File: src/sv/mfe_pkg.sv
// Shared types and constants for the message frame encoder.
package mfe_pkg;

  localparam int IN_DATA_W  = 112;
  localparam int CFG_IDX_W  = 8;
  localparam int BL_W       = 16;
  localparam int TOTAL_W    = 17;
  localparam int QDEPTH     = 4;
  localparam int QPTR_W     = $clog2(QDEPTH);
  localparam int QCNT_W     = $clog2(QDEPTH + 1);

  localparam int MAX_TEXT_LEN = 512;
  localparam int MAX_DATA_LEN = 65535;

  localparam logic [TOTAL_W-1:0] FIXED_OVERHEAD = TOTAL_W'(26);
  localparam logic [31:0]        CHECKSUM_WORD  = 32'd1;

  localparam logic [7:0] START_BYTE_RST = 8'd2;
  localparam logic [7:0] END_BYTE_RST   = 8'd3;

  localparam logic [CFG_IDX_W-1:0] REG_START_BYTE = CFG_IDX_W'(0);
  localparam logic [CFG_IDX_W-1:0] REG_END_BYTE   = CFG_IDX_W'(1);

  localparam logic OP_HEADER  = 1'b0;
  localparam logic OP_PAYLOAD = 1'b1;

  // Output byte positions within one request's expansion
  localparam logic [4:0] SL_START   = 5'd0;
  localparam logic [4:0] SL_TOTAL   = 5'd1;
  localparam logic [4:0] SL_ID      = 5'd5;
  localparam logic [4:0] SL_NAMELEN = 5'd9;
  localparam logic [4:0] SL_BYTE    = 5'd13;
  localparam logic [4:0] SL_ERR     = 5'd14;
  localparam logic [4:0] SL_TLEN    = 5'd18;
  localparam logic [4:0] SL_CSUM    = 5'd22;
  localparam logic [4:0] SL_END     = 5'd26;

  typedef struct packed {
    logic               is_header;
    logic               has_ins;
    logic               has_close;
    logic [7:0]         data_byte;
    logic [31:0]        msg_id;
    logic [TOTAL_W-1:0] total;
    logic [9:0]         name_len;
    logic [31:0]        err_code;
    logic [9:0]         text_len;
  } cmd_t;

endpackage

File: src/sv/mfe_front.sv
// Front end: accepts requests, tracks frame phase and issues commands.
module mfe_front (
  input  logic                clk,
  input  logic                rst_n,
  input  logic                in_valid,
  output logic                in_ready,
  input  logic                in_op,
  input  logic [31:0]         in_message_id,
  input  logic signed [31:0]  in_error_code,
  input  logic [9:0]          in_name_length,
  input  logic [9:0]          in_text_length,
  input  logic [15:0]         in_data_length,
  input  logic [7:0]          in_payload_byte,
  input  logic                q_full,
  output logic                push,
  output mfe_pkg::cmd_t       cmd
);
  import mfe_pkg::*;

  typedef enum logic [1:0] {PH_IDLE, PH_NAME, PH_TEXT, PH_DATA} phase_t;

  phase_t            phase_r, phase_nxt;
  logic [BL_W-1:0]   bl_r, bl_nxt;
  logic [31:0]       held_ec_r, held_ec_nxt;
  logic [9:0]        held_tl_r, held_tl_nxt;
  logic [15:0]       held_dl_r, held_dl_nxt;
  logic              too_long;

  assign in_ready = !q_full;
  assign too_long = (32'(in_text_length) > 32'(MAX_TEXT_LEN)) ||
                    (32'(in_data_length) > 32'(MAX_DATA_LEN));

  always_comb begin
    phase_nxt   = phase_r;
    bl_nxt      = bl_r;
    held_ec_nxt = held_ec_r;
    held_tl_nxt = held_tl_r;
    held_dl_nxt = held_dl_r;
    push        = 1'b0;
    cmd         = '0;
    if (in_valid && in_ready) begin
      if (in_op == OP_HEADER) begin
        if (phase_r == PH_IDLE && !too_long) begin
          push          = 1'b1;
          cmd.is_header = 1'b1;
          cmd.msg_id    = in_message_id;
          cmd.total     = FIXED_OVERHEAD + TOTAL_W'(in_name_length)
                          + TOTAL_W'(in_text_length) + TOTAL_W'(in_data_length);
          cmd.name_len  = in_name_length;
          cmd.err_code  = in_error_code;
          cmd.text_len  = in_text_length;
          held_ec_nxt   = in_error_code;
          held_tl_nxt   = in_text_length;
          held_dl_nxt   = in_data_length;
          if (in_name_length != '0) begin
            phase_nxt = PH_NAME;
            bl_nxt    = BL_W'(in_name_length);
          end else begin
            cmd.has_ins = 1'b1;
            if (in_text_length != '0) begin
              phase_nxt = PH_TEXT;
              bl_nxt    = BL_W'(in_text_length);
            end else if (in_data_length != '0) begin
              phase_nxt = PH_DATA;
              bl_nxt    = BL_W'(in_data_length);
            end else begin
              cmd.has_close = 1'b1;
            end
          end
        end
      end else if (phase_r != PH_IDLE) begin
        push          = 1'b1;
        cmd.data_byte = in_payload_byte;
        cmd.err_code  = held_ec_r;
        cmd.text_len  = held_tl_r;
        bl_nxt        = bl_r - BL_W'(1);
        if (bl_r == BL_W'(1)) begin
          unique case (phase_r)
            PH_NAME: begin
              cmd.has_ins = 1'b1;
              if (held_tl_r != '0) begin
                phase_nxt = PH_TEXT;
                bl_nxt    = BL_W'(held_tl_r);
              end else if (held_dl_r != '0) begin
                phase_nxt = PH_DATA;
                bl_nxt    = held_dl_r;
              end else begin
                cmd.has_close = 1'b1;
                phase_nxt     = PH_IDLE;
              end
            end
            PH_TEXT: begin
              if (held_dl_r != '0) begin
                phase_nxt = PH_DATA;
                bl_nxt    = held_dl_r;
              end else begin
                cmd.has_close = 1'b1;
                phase_nxt     = PH_IDLE;
              end
            end
            PH_DATA: begin
              cmd.has_close = 1'b1;
              phase_nxt     = PH_IDLE;
            end
            default: begin
              phase_nxt = PH_IDLE;
            end
          endcase
        end
      end
    end
  end

  always_ff @(posedge clk) begin
    if (!rst_n) begin
      phase_r   <= PH_IDLE;
      bl_r      <= '0;
      held_ec_r <= '0;
      held_tl_r <= '0;
      held_dl_r <= '0;
    end else begin
      phase_r   <= phase_nxt;
      bl_r      <= bl_nxt;
      held_ec_r <= held_ec_nxt;
      held_tl_r <= held_tl_nxt;
      held_dl_r <= held_dl_nxt;
    end
  end

endmodule

File: src/sv/mfe_queue.sv
// Small command queue between the front end and the byte sequencer.
module mfe_queue (
  input  logic           clk,
  input  logic           rst_n,
  input  logic           push,
  input  mfe_pkg::cmd_t  push_cmd,
  output logic           full,
  input  logic           pop,
  output logic           head_valid,
  output mfe_pkg::cmd_t  head_cmd
);
  import mfe_pkg::*;

  cmd_t              mem_r [QDEPTH];
  logic [QPTR_W-1:0] wr_ptr_r, rd_ptr_r;
  logic [QCNT_W-1:0] cnt_r;

  assign full       = (cnt_r == QCNT_W'(QDEPTH));
  assign head_valid = (cnt_r != '0);
  assign head_cmd   = mem_r[rd_ptr_r];

  always_ff @(posedge clk) begin
    if (push) begin
      mem_r[wr_ptr_r] <= push_cmd;
    end
  end

  always_ff @(posedge clk) begin
    if (!rst_n) begin
      wr_ptr_r <= '0;
      rd_ptr_r <= '0;
      cnt_r    <= '0;
    end else begin
      if (push) begin
        wr_ptr_r <= wr_ptr_r + QPTR_W'(1);
      end
      if (pop) begin
        rd_ptr_r <= rd_ptr_r + QPTR_W'(1);
      end
      if (push && !pop) begin
        cnt_r <= cnt_r + QCNT_W'(1);
      end else if (pop && !push) begin
        cnt_r <= cnt_r - QCNT_W'(1);
      end
    end
  end

endmodule

File: src/sv/mfe_back.sv
// Byte sequencer: expands each command into frame bytes on the output stream.
module mfe_back (
  input  logic           clk,
  input  logic           rst_n,
  input  logic [7:0]     start_byte,
  input  logic [7:0]     end_byte,
  input  logic           head_valid,
  input  mfe_pkg::cmd_t  head_cmd,
  output logic           pop,
  output logic           out_valid,
  input  logic           out_ready,
  output logic [7:0]     out_data,
  output logic           out_last
);
  import mfe_pkg::*;

  logic [4:0] slot_r, slot_nxt;
  logic       fresh_r, fresh_nxt;
  logic       out_valid_r, out_valid_nxt;
  logic [7:0] out_data_r, out_data_nxt;
  logic       out_last_r, out_last_nxt;
  logic [4:0] cur_slot, cand;
  logic       done, emit;
  logic [31:0] word;
  logic [4:0] base;
  logic [1:0] sel;
  logic [7:0] sbyte;

  assign cur_slot = fresh_r ? (head_cmd.is_header ? SL_START : SL_BYTE) : slot_r;
  assign emit     = head_valid && (!out_valid_r || out_ready);
  assign pop      = emit && done;

  always_comb begin
    cand = cur_slot + 5'd1;
    done = 1'b0;
    if (cand == SL_BYTE && head_cmd.is_header) begin
      cand = SL_ERR;
    end
    if (cand == SL_ERR && !head_cmd.has_ins) begin
      cand = SL_CSUM;
    end
    if (cand == SL_CSUM && !head_cmd.has_close) begin
      done = 1'b1;
    end
    if (cur_slot == SL_END) begin
      done = 1'b1;
    end
  end

  always_comb begin
    word  = '0;
    base  = SL_START;
    sbyte = '0;
    if (cur_slot < SL_ID) begin
      word = 32'(head_cmd.total);
      base = SL_TOTAL;
    end else if (cur_slot < SL_NAMELEN) begin
      word = head_cmd.msg_id;
      base = SL_ID;
    end else if (cur_slot < SL_BYTE) begin
      word = 32'(head_cmd.name_len);
      base = SL_NAMELEN;
    end else if (cur_slot < SL_TLEN) begin
      word = head_cmd.err_code;
      base = SL_ERR;
    end else if (cur_slot < SL_CSUM) begin
      word = 32'(head_cmd.text_len);
      base = SL_TLEN;
    end else begin
      word = CHECKSUM_WORD;
      base = SL_CSUM;
    end
    sel   = 2'd3 - 2'(cur_slot - base);
    sbyte = word[{sel, 3'b000} +: 8];
    if (cur_slot == SL_START) begin
      sbyte = start_byte;
    end else if (cur_slot == SL_BYTE) begin
      sbyte = head_cmd.data_byte;
    end else if (cur_slot == SL_END) begin
      sbyte = end_byte;
    end
  end

  always_comb begin
    slot_nxt      = slot_r;
    fresh_nxt     = fresh_r;
    out_data_nxt  = out_data_r;
    out_last_nxt  = out_last_r;
    out_valid_nxt = out_valid_r && !out_ready;
    if (emit) begin
      out_valid_nxt = 1'b1;
      out_data_nxt  = sbyte;
      out_last_nxt  = (cur_slot == SL_END);
      fresh_nxt     = done;
      slot_nxt      = cand;
    end
  end

  always_ff @(posedge clk) begin
    if (!rst_n) begin
      slot_r      <= SL_START;
      fresh_r     <= 1'b1;
      out_valid_r <= 1'b0;
      out_last_r  <= 1'b0;
    end else begin
      slot_r      <= slot_nxt;
      fresh_r     <= fresh_nxt;
      out_valid_r <= out_valid_nxt;
      out_last_r  <= out_last_nxt;
    end
  end

  always_ff @(posedge clk) begin
    out_data_r <= out_data_nxt;
  end

  assign out_valid = out_valid_r;
  assign out_data  = out_data_r;
  assign out_last  = out_last_r;

endmodule

File: src/sv/message_frame_encoder.sv
// Message frame encoder: turns a header request and its payload bytes into a
// length-prefixed byte frame. A header request yields 13 bytes (start byte,
// big-endian total length, id and name length) and up to 26 when all sections
// are empty; each payload request yields its byte plus any inserted error code,
// text length, checksum word and end byte. The output carries one byte per
// cycle while out_tready allows, set by the byte sequencer, so each request
// holds it for as many bytes as it yields. A 4-entry command queue lets the
// input keep accepting during that time; an accepted request is written into
// the queue and its first byte is registered by the byte sequencer from the
// queue head. Configuration writes are always accepted.
module message_frame_encoder (
  input  logic                             clk,
  input  logic                             rst_n,
  input  logic                             in_tvalid,
  output logic                             in_tready,
  // message_id[31:0], error_code[63:32], name_length[73:64],
  // text_length[83:74], data_length[99:84], payload_byte[107:100], zero pad
  input  logic [mfe_pkg::IN_DATA_W-1:0]    in_tdata,
  // operation
  input  logic                             in_tuser,
  output logic                             out_tvalid,
  input  logic                             out_tready,
  // out_byte[7:0]
  output logic [7:0]                       out_tdata,
  output logic                             out_tlast,
  input  logic                             cfg_valid,
  output logic                             cfg_ready,
  input  logic [mfe_pkg::CFG_IDX_W-1:0]    cfg_index,
  input  logic [7:0]                       cfg_data
);
  import mfe_pkg::*;

  logic [7:0] start_byte_r, end_byte_r;
  logic       push, q_full, pop, head_valid;
  cmd_t       push_cmd, head_cmd;

  assign cfg_ready = 1'b1;

  always_ff @(posedge clk) begin
    if (!rst_n) begin
      start_byte_r <= START_BYTE_RST;
      end_byte_r   <= END_BYTE_RST;
    end else if (cfg_valid && cfg_ready) begin
      unique case (cfg_index)
        REG_START_BYTE: start_byte_r <= cfg_data;
        REG_END_BYTE:   end_byte_r   <= cfg_data;
        default: begin
        end
      endcase
    end
  end

  mfe_front u_front (
    .clk             (clk),
    .rst_n           (rst_n),
    .in_valid        (in_tvalid),
    .in_ready        (in_tready),
    .in_op           (in_tuser),
    .in_message_id   (in_tdata[31:0]),
    .in_error_code   (signed'(in_tdata[63:32])),
    .in_name_length  (in_tdata[73:64]),
    .in_text_length  (in_tdata[83:74]),
    .in_data_length  (in_tdata[99:84]),
    .in_payload_byte (in_tdata[107:100]),
    .q_full          (q_full),
    .push            (push),
    .cmd             (push_cmd)
  );

  mfe_queue u_queue (
    .clk        (clk),
    .rst_n      (rst_n),
    .push       (push),
    .push_cmd   (push_cmd),
    .full       (q_full),
    .pop        (pop),
    .head_valid (head_valid),
    .head_cmd   (head_cmd)
  );

  mfe_back u_back (
    .clk        (clk),
    .rst_n      (rst_n),
    .start_byte (start_byte_r),
    .end_byte   (end_byte_r),
    .head_valid (head_valid),
    .head_cmd   (head_cmd),
    .pop        (pop),
    .out_valid  (out_tvalid),
    .out_ready  (out_tready),
    .out_data   (out_tdata),
    .out_last   (out_tlast)
  );

endmodule

File: config.mk
export PLATFORM = sky130hd
export DESIGN_NAME = message_frame_encoder
export DESIGN_NICKNAME = d
export VERILOG_FILES = /design/src/sv/mfe_pkg.sv /design/src/sv/mfe_front.sv /design/src/sv/mfe_queue.sv /design/src/sv/mfe_back.sv /design/src/sv/message_frame_encoder.sv
export SDC_FILE = /design/constraint.sdc
export NUM_CORES = 1
export LEC_CHECK = 0
export BUFFER_PORTS_ARGS = -buffer_cell sky130_fd_sc_hd__clkbuf_2
export CORE_ASPECT_RATIO = 1.5
export CORE_MARGIN = 4
export CORE_UTILIZATION = 50
export DETAILED_ROUTE_END_ITERATION = 10
export GPL_TIMING_DRIVEN = 0
export PLACE_DENSITY_LB_ADDON = 0.25
export SLEW_MARGIN = 20
export SYNTH_ARGS = -nofsm -noshare
export SYNTH_HDL_FRONTEND = slang
export SYNTH_SLANG_ARGS = --single-unit
File: constraint.sdc
create_clock -name clk -period 11.26 [get_ports clk]
set_input_delay 1.126 -clock clk [delete_from_list [all_inputs] [get_ports clk]]
set_output_delay 1.126 -clock clk [all_outputs]
set_load 0.05 [all_outputs]
* After elaboration in Yosys (flattened, before gate mapping)
Memory sizes are Yosys's and may differ from the RTL's. A register that Yosys moved wholly into a read port is not among the register bits.
Cells that the tools add are included.
** Word-level totals
- Bits in registers :: 115
- Latch bits :: 0
- Memory bits (writable) :: 448
- Memory bits (read-only) :: 0
- Input bits :: 134
- Output and inout bits :: 12
- Memories kept :: 1
** Memory list
- u_queue.mem_r :: depth 4, bits a word 112, read ports 1, clocked after memory_dff 1, write ports 1, line mfe_queue.sv:14 : cmd_t mem_r [QDEPTH];
** Operators by class
- Add/sub/neg operators :: 11
- $mul :: 0
- Div/mod/pow operators :: 0
- $lt $le $gt $ge :: 6
- Equal/unequal tests :: 13
- Shift-type cells :: 1
- Mux-type cells :: 67
- Bitwise gates (word level) :: 1
- Reductions and logical operators :: 37
** Operators by type and width (count)
- $mux 16 :: 9
- $mux 32 :: 4
- $mux 112 :: 1
- $mux 101 :: 1
- $mux 42 :: 2
- $mux 59 :: 1
- $mux 2 :: 18
- $mux 8 :: 4
- $pmux 16 s2 :: 1
- $reduce_bool 16->1 :: 2
- $shiftx 32x6->8 :: 1
- $reduce_bool 10->1 :: 3
- $mux 10 :: 2
- $add 17x10->17 :: 1
- $add 17x16->17 :: 1
- $eq 16x1->1 const B :: 1
- $sub 16x1->16 const B :: 1
- $eq 5x4->1 const B :: 3
- $mux 1 :: 15
- $mux 5 :: 3
- $add 5x10->11 const A :: 1
- $eq 5x5->1 const B :: 2
- $gt 10x10->1 const B :: 1
- $logic_and 1x1->1 :: 10
- 31 further kinds :: 48

* Longest topological paths before layout
- Depth in word-level cells :: 17
- Mapped depth :: 18
- Depth with buffers taken out :: 16

* Modules after synthesis
A second synthesis with hierarchy kept.
** Second synthesis, totals
- Cells, all modules :: 1797
- Area total of the unflattened synthesis :: 25358.1 um2
** Modules (own cells, without submodules)
- mfe_queue :: instances 1, cells an instance 628, area each 16692.3 um2
- mfe_front :: instances 1, cells an instance 807, area each 5733.0 um2
- mfe_back :: instances 1, cells an instance 294, area each 2260.9 um2
- message_frame_encoder :: instances 1, cells an instance 68, area each 671.9 um2

* Least setup slack after synthesis
No wires, ideal clock.
- Path type :: input port to flip-flop
- Start point :: input in_tdata[79] (netlist name)
- End point :: memory u_queue.mem_r[0][0] (netlist name) (enable)
- Arrival :: 5.148 ns
- Slack :: 5.628 ns
- Stages :: 7
- Cell sequence :: nor4_1 > nand3_1 > a2111o_1 > inv_2 > or2_2 > clkbuf_1 > and2_1
** On the way
- Longest elaborated chain between the ends :: 8
** Ends and longest elaborated chain
- start: declaration :: line message_frame_encoder.sv:18 : input logic [mfe_pkg::IN_DATA_W-1:0] in_tdata,
- $gt 10x10->1 :: line mfe_front.sv:30 : assign too_long = (32'(in_text_length) > 32'(MAX_TEXT_LEN)) ||
- $logic_not 1->1 :: line mfe_front.sv:43 : if (phase_r == PH_IDLE && !too_long) begin
- $logic_and 1x1->1 :: line mfe_front.sv:43
- $mux 1 :: line mfe_front.sv:43
- $mux 1 :: line mfe_front.sv:42 : if (in_op == OP_HEADER) begin
- $mux 1 :: line mfe_front.sv:41 : if (in_valid && in_ready) begin
- net push :: line message_frame_encoder.sv:34 : logic push, q_full, pop, head_valid;
- $mux 1 :: line mfe_queue.sv:23 : if (push) begin
- $mux 1 (not written as such) :: line mfe_queue.sv:24 : mem_r[wr_ptr_r] <= push_cmd;
- end: declaration :: line mfe_queue.sv:14
The timed path passes the listed nets, and every way through them passes these cells.

==> results.cfg <==
[run_status]
outcome = complete, no violations

[clocking]
cts.reportedPaths.clkPinSlew_ns = 0.07
cts_tree = yes
root_buffer = clkbuf_16
clk_path_buf_depth = 3
cts_buffers = 51
ctsResizeCount = 0
insertion_delay_ns = 0.59
cts_setup_buffers = 0
clock_sinks = 565
htree_levels = 2
holdBufCountCts = 0

[power_and_ir_drop]
switchingPower_mw = 1.470
swShare_pct = 28.53
p_total_mw = 5.152
power_frac_clock_pct = 34.6
share_comb_of_total_power_pct = 19.4
cellPowerDensity_nw_per_um2 = 181.1
seqPwrFrac_pct = 45.9
vdd_drop_max_mv = 0.1368
leakagePower_nw = 10.26
power.internal_mw = 3.682

[logic_synthesis]
ys_ff_latch = 565
synth.area.mux_share_pct = 11.26
synth_xor_area_share_pct = 1.090
synth_cell_types = 70
synth_area_sq_um = 24900
syn-num-nets = 1962
synth_top_family_by_area = multiplexers
synthSimpleGateAreaFrac_pct = 10.29
ys.flop_type = edfxtp_1
synth_fa_ha_area_share_pct = 2.422
synth_async_sr_flop_share_pct = 0
synth_compound_area_share_pct = 8.407
synth_area_per_cell_sq_um = 13.93
syn_inst = 1787
synth-edff-count = 456
synth_warnings = 0
yosysSeqAreaShare_pct = 63.76

[grt]
grt_pass1_wl_microns = 102200
antenna_found_initial = 2
grt_pass1_vias = 16567
grt_max_degree = 38
grt_util_all_layers_pct = 25.61
overflow = 0

[die]
start_util_pct = 50.89
fp.coreArea_sq_um = 48930
die_area_sq_um = 53510
die_h_microns = 281.3
rows = 99
die_x_microns = 190.2
io_pins = 146

[finish]
nets = 2167
final_util_pct = 58.13
final_layout_size_suffix_gt1_share_pct = 19.56
fillers = 3877
layout_commonest_cell = edfxtp_1
syn_to_final_growth_pct = 14.23
final_cell_mix = edfxtp_1, nand2_1, clkbuf_2
num_antenna_cells = 0

[sta]
clock_skew_ns = 0.02596
tightest_slew_ns = 1.153
hold_viol = 0
slew_violations = 0
rsz0062_at_grt = no
setup_viol = 0
maxSlewHeadroom_pct = 22.90
period_needed_ns = 5.067
tns_ns = 0
post-route-period-util_pct = 45.00
max_freq_mhz = 197.3

[route]
viasPerCell = 5.993
vias = 16127
wl_per_cell_microns = 25.64
wirelength_microns = 68990
ant_nets = 0
drt-initial-drc-count = 1394
drc = 0
dr.pass1.iters = 5

[setup_path]
max_stage_delay_ns = 0.79
crit_chain = buf_6, mux4_2, buf_6, nand2_1, o21ai_0, ha_1, clkbuf_1, inv_1, clkbuf_1, clkbuf_1, a21oi_1, o31ai_1, o21ai_0, a21boi_0
cpMaxStageDelayCell = clkbuf_1
setup.worst_path.end_class = register
crit_required_ns = 11.69
crit_arrival_ns = 5.49
cp-start-kind = register
critPathMaxFanout = 10
critPathMostFrequentCell = clkbuf_1
criticalPathCategory = register to register

[placed_design]
hpwl_microns = 50400
place.gp.congestion = 0.9164
port_buffers = 138

[run]
cap_violations = 0

[hold_path]
min_path_type = register to register
==> sequential cells by signal, indices dropped and copies added (netlist names), named ones only <==
register / count
end_byte_r: 8
start_byte_r: 8
u_back.fresh_r: 1
u_back.out_data: 8
u_back.out_last: 1
u_back.out_valid: 1
u_back.slot_r: 5
u_front.bl_r: 16
u_front.held_dl_r: 16
u_front.held_ec_r: 32
u_front.held_tl_r: 10
u_front.phase_r: 2
u_queue.cnt_r: 3
u_queue.mem_r: 448
u_queue.rd_ptr_r: 2
u_queue.wr_ptr_r: 2
==> power groups by stage <==
stage                     combinational, mW  sequential (mW)  clock [mW]
after floorplan                       0.591             2.45           0
after global placement                0.969             2.42           0
after detailed placement              0.988             2.41           0
after CTS                             0.993             2.37        1.80
after global routing                   1.07             2.37        1.89
final                                  1.00             2.37        1.78
==> final timing paths <==
check,startpoint,to,slack [ns],cells after the start
min reg2reg,u_front.held_ec_r[20],u_front.held_ec_r[20],0.47,2
min,u_front.held_ec_r[20],u_front.held_ec_r[20],0.47,2
max reg2reg,register,u_back.out_data[1],6.19,14
max,register,u_back.out_data[1],6.19,14
==> final cells by class <==
class	instances	area (sq um)	share of cell area, %
plain buffers	97	461.7	1.623
inverters	61	229.0	0.8050
clock buffers	72	1448	5.090
multi-input cells	1064	8368	29.42
clock inverters	24	280.3	0.9854
well taps	656	820.8	2.886
flip-flops and latches	565	15880	55.81
repair buffers	152	960.9	3.378
==> cells in the mapped netlist, types with 9 or more instances <==
| cell type | instances | area (sq um) |
|---|---|---|
| o22ai_1 | 10 | 62.56 |
| xnor2_1 | 16 | 140.1 |
| mux2i_1 | 28 | 280.3 |
| inv_1 | 59 | 221.5 |
| nor3_1 | 29 | 145.1 |
| buf_4 | 9 | 67.56 |
| clkbuf_1 | 63 | 236.5 |
| nand3_1 | 31 | 155.2 |
| fa_1 | 12 | 240.2 |
| a31oi_1 | 14 | 87.58 |
| dfxtp_1 | 109 | 2182 |
| a21boi_0 | 65 | 488.0 |
| a22oi_1 | 14 | 105.1 |
| edfxtp_1 | 456 | 13690 |
| a211oi_1 | 9 | 67.56 |
| o31ai_1 | 12 | 90.09 |
| nor4_1 | 18 | 112.6 |
| a21oi_1 | 51 | 255.2 |
| nand2_1 | 273 | 1025 |
| a221oi_1 | 15 | 131.4 |
| o21ai_0 | 53 | 265.3 |
| xor2_1 | 15 | 131.4 |
| buf_2 | 19 | 95.09 |
| o211ai_1 | 9 | 67.56 |
| ha_1 | 29 | 362.9 |
| mux4_2 | 112 | 2522 |
| nor2b_1 | 22 | 137.6 |
| nor2_1 | 62 | 232.7 |
| and2_1 | 67 | 419.2 |
==> worst max-delay path, delay by kind of cell (launching register included) <==
family	cells	cell delay (ns)
compound gates	5	1.05
fa+ha+maj	1	0.38
buf+inv	6	2.38
flops	1	0.32
mux	1	0.57
simple gates	1	0.21
==> cells by family after synthesis <==
kind of cell    Yosys count
flops                   565
simple gates            548
compound gates          303
buf+inv                 158
mux                     140
fa+ha+maj                41
xor+xnor                 31
other cells               1
==> metrics by stage <==
step | worst slack (ns) | cells | instance area [sq um] | hold slack [ns]
2_1_floorplan | 5.628 | 1787 | 24900 | 0.4420
5_1_grt | 5.929 | 2691 | 28440 | 0.4896
6_report | 6.193 | 2691 | 28440 | 0.4684
3_3_place_gp | 2.731 | 2581 | 26410 | 0.4510
4_1_cts | 6.212 | 2691 | 28440 | 0.4688
3_5_place_dp | 6.244 | 2595 | 26710 | 0.4593
==> metal layers <==
metal	vias up	global-route usage [%]	wire length [microns]
li1	7168	-	-
met1	8092	32.00	25770
met2	704	44.39	35190
met3	163	3.342	4267
met4	0	12.35	3761
met5	-	0	0
(Power assumes the default switching activity.)
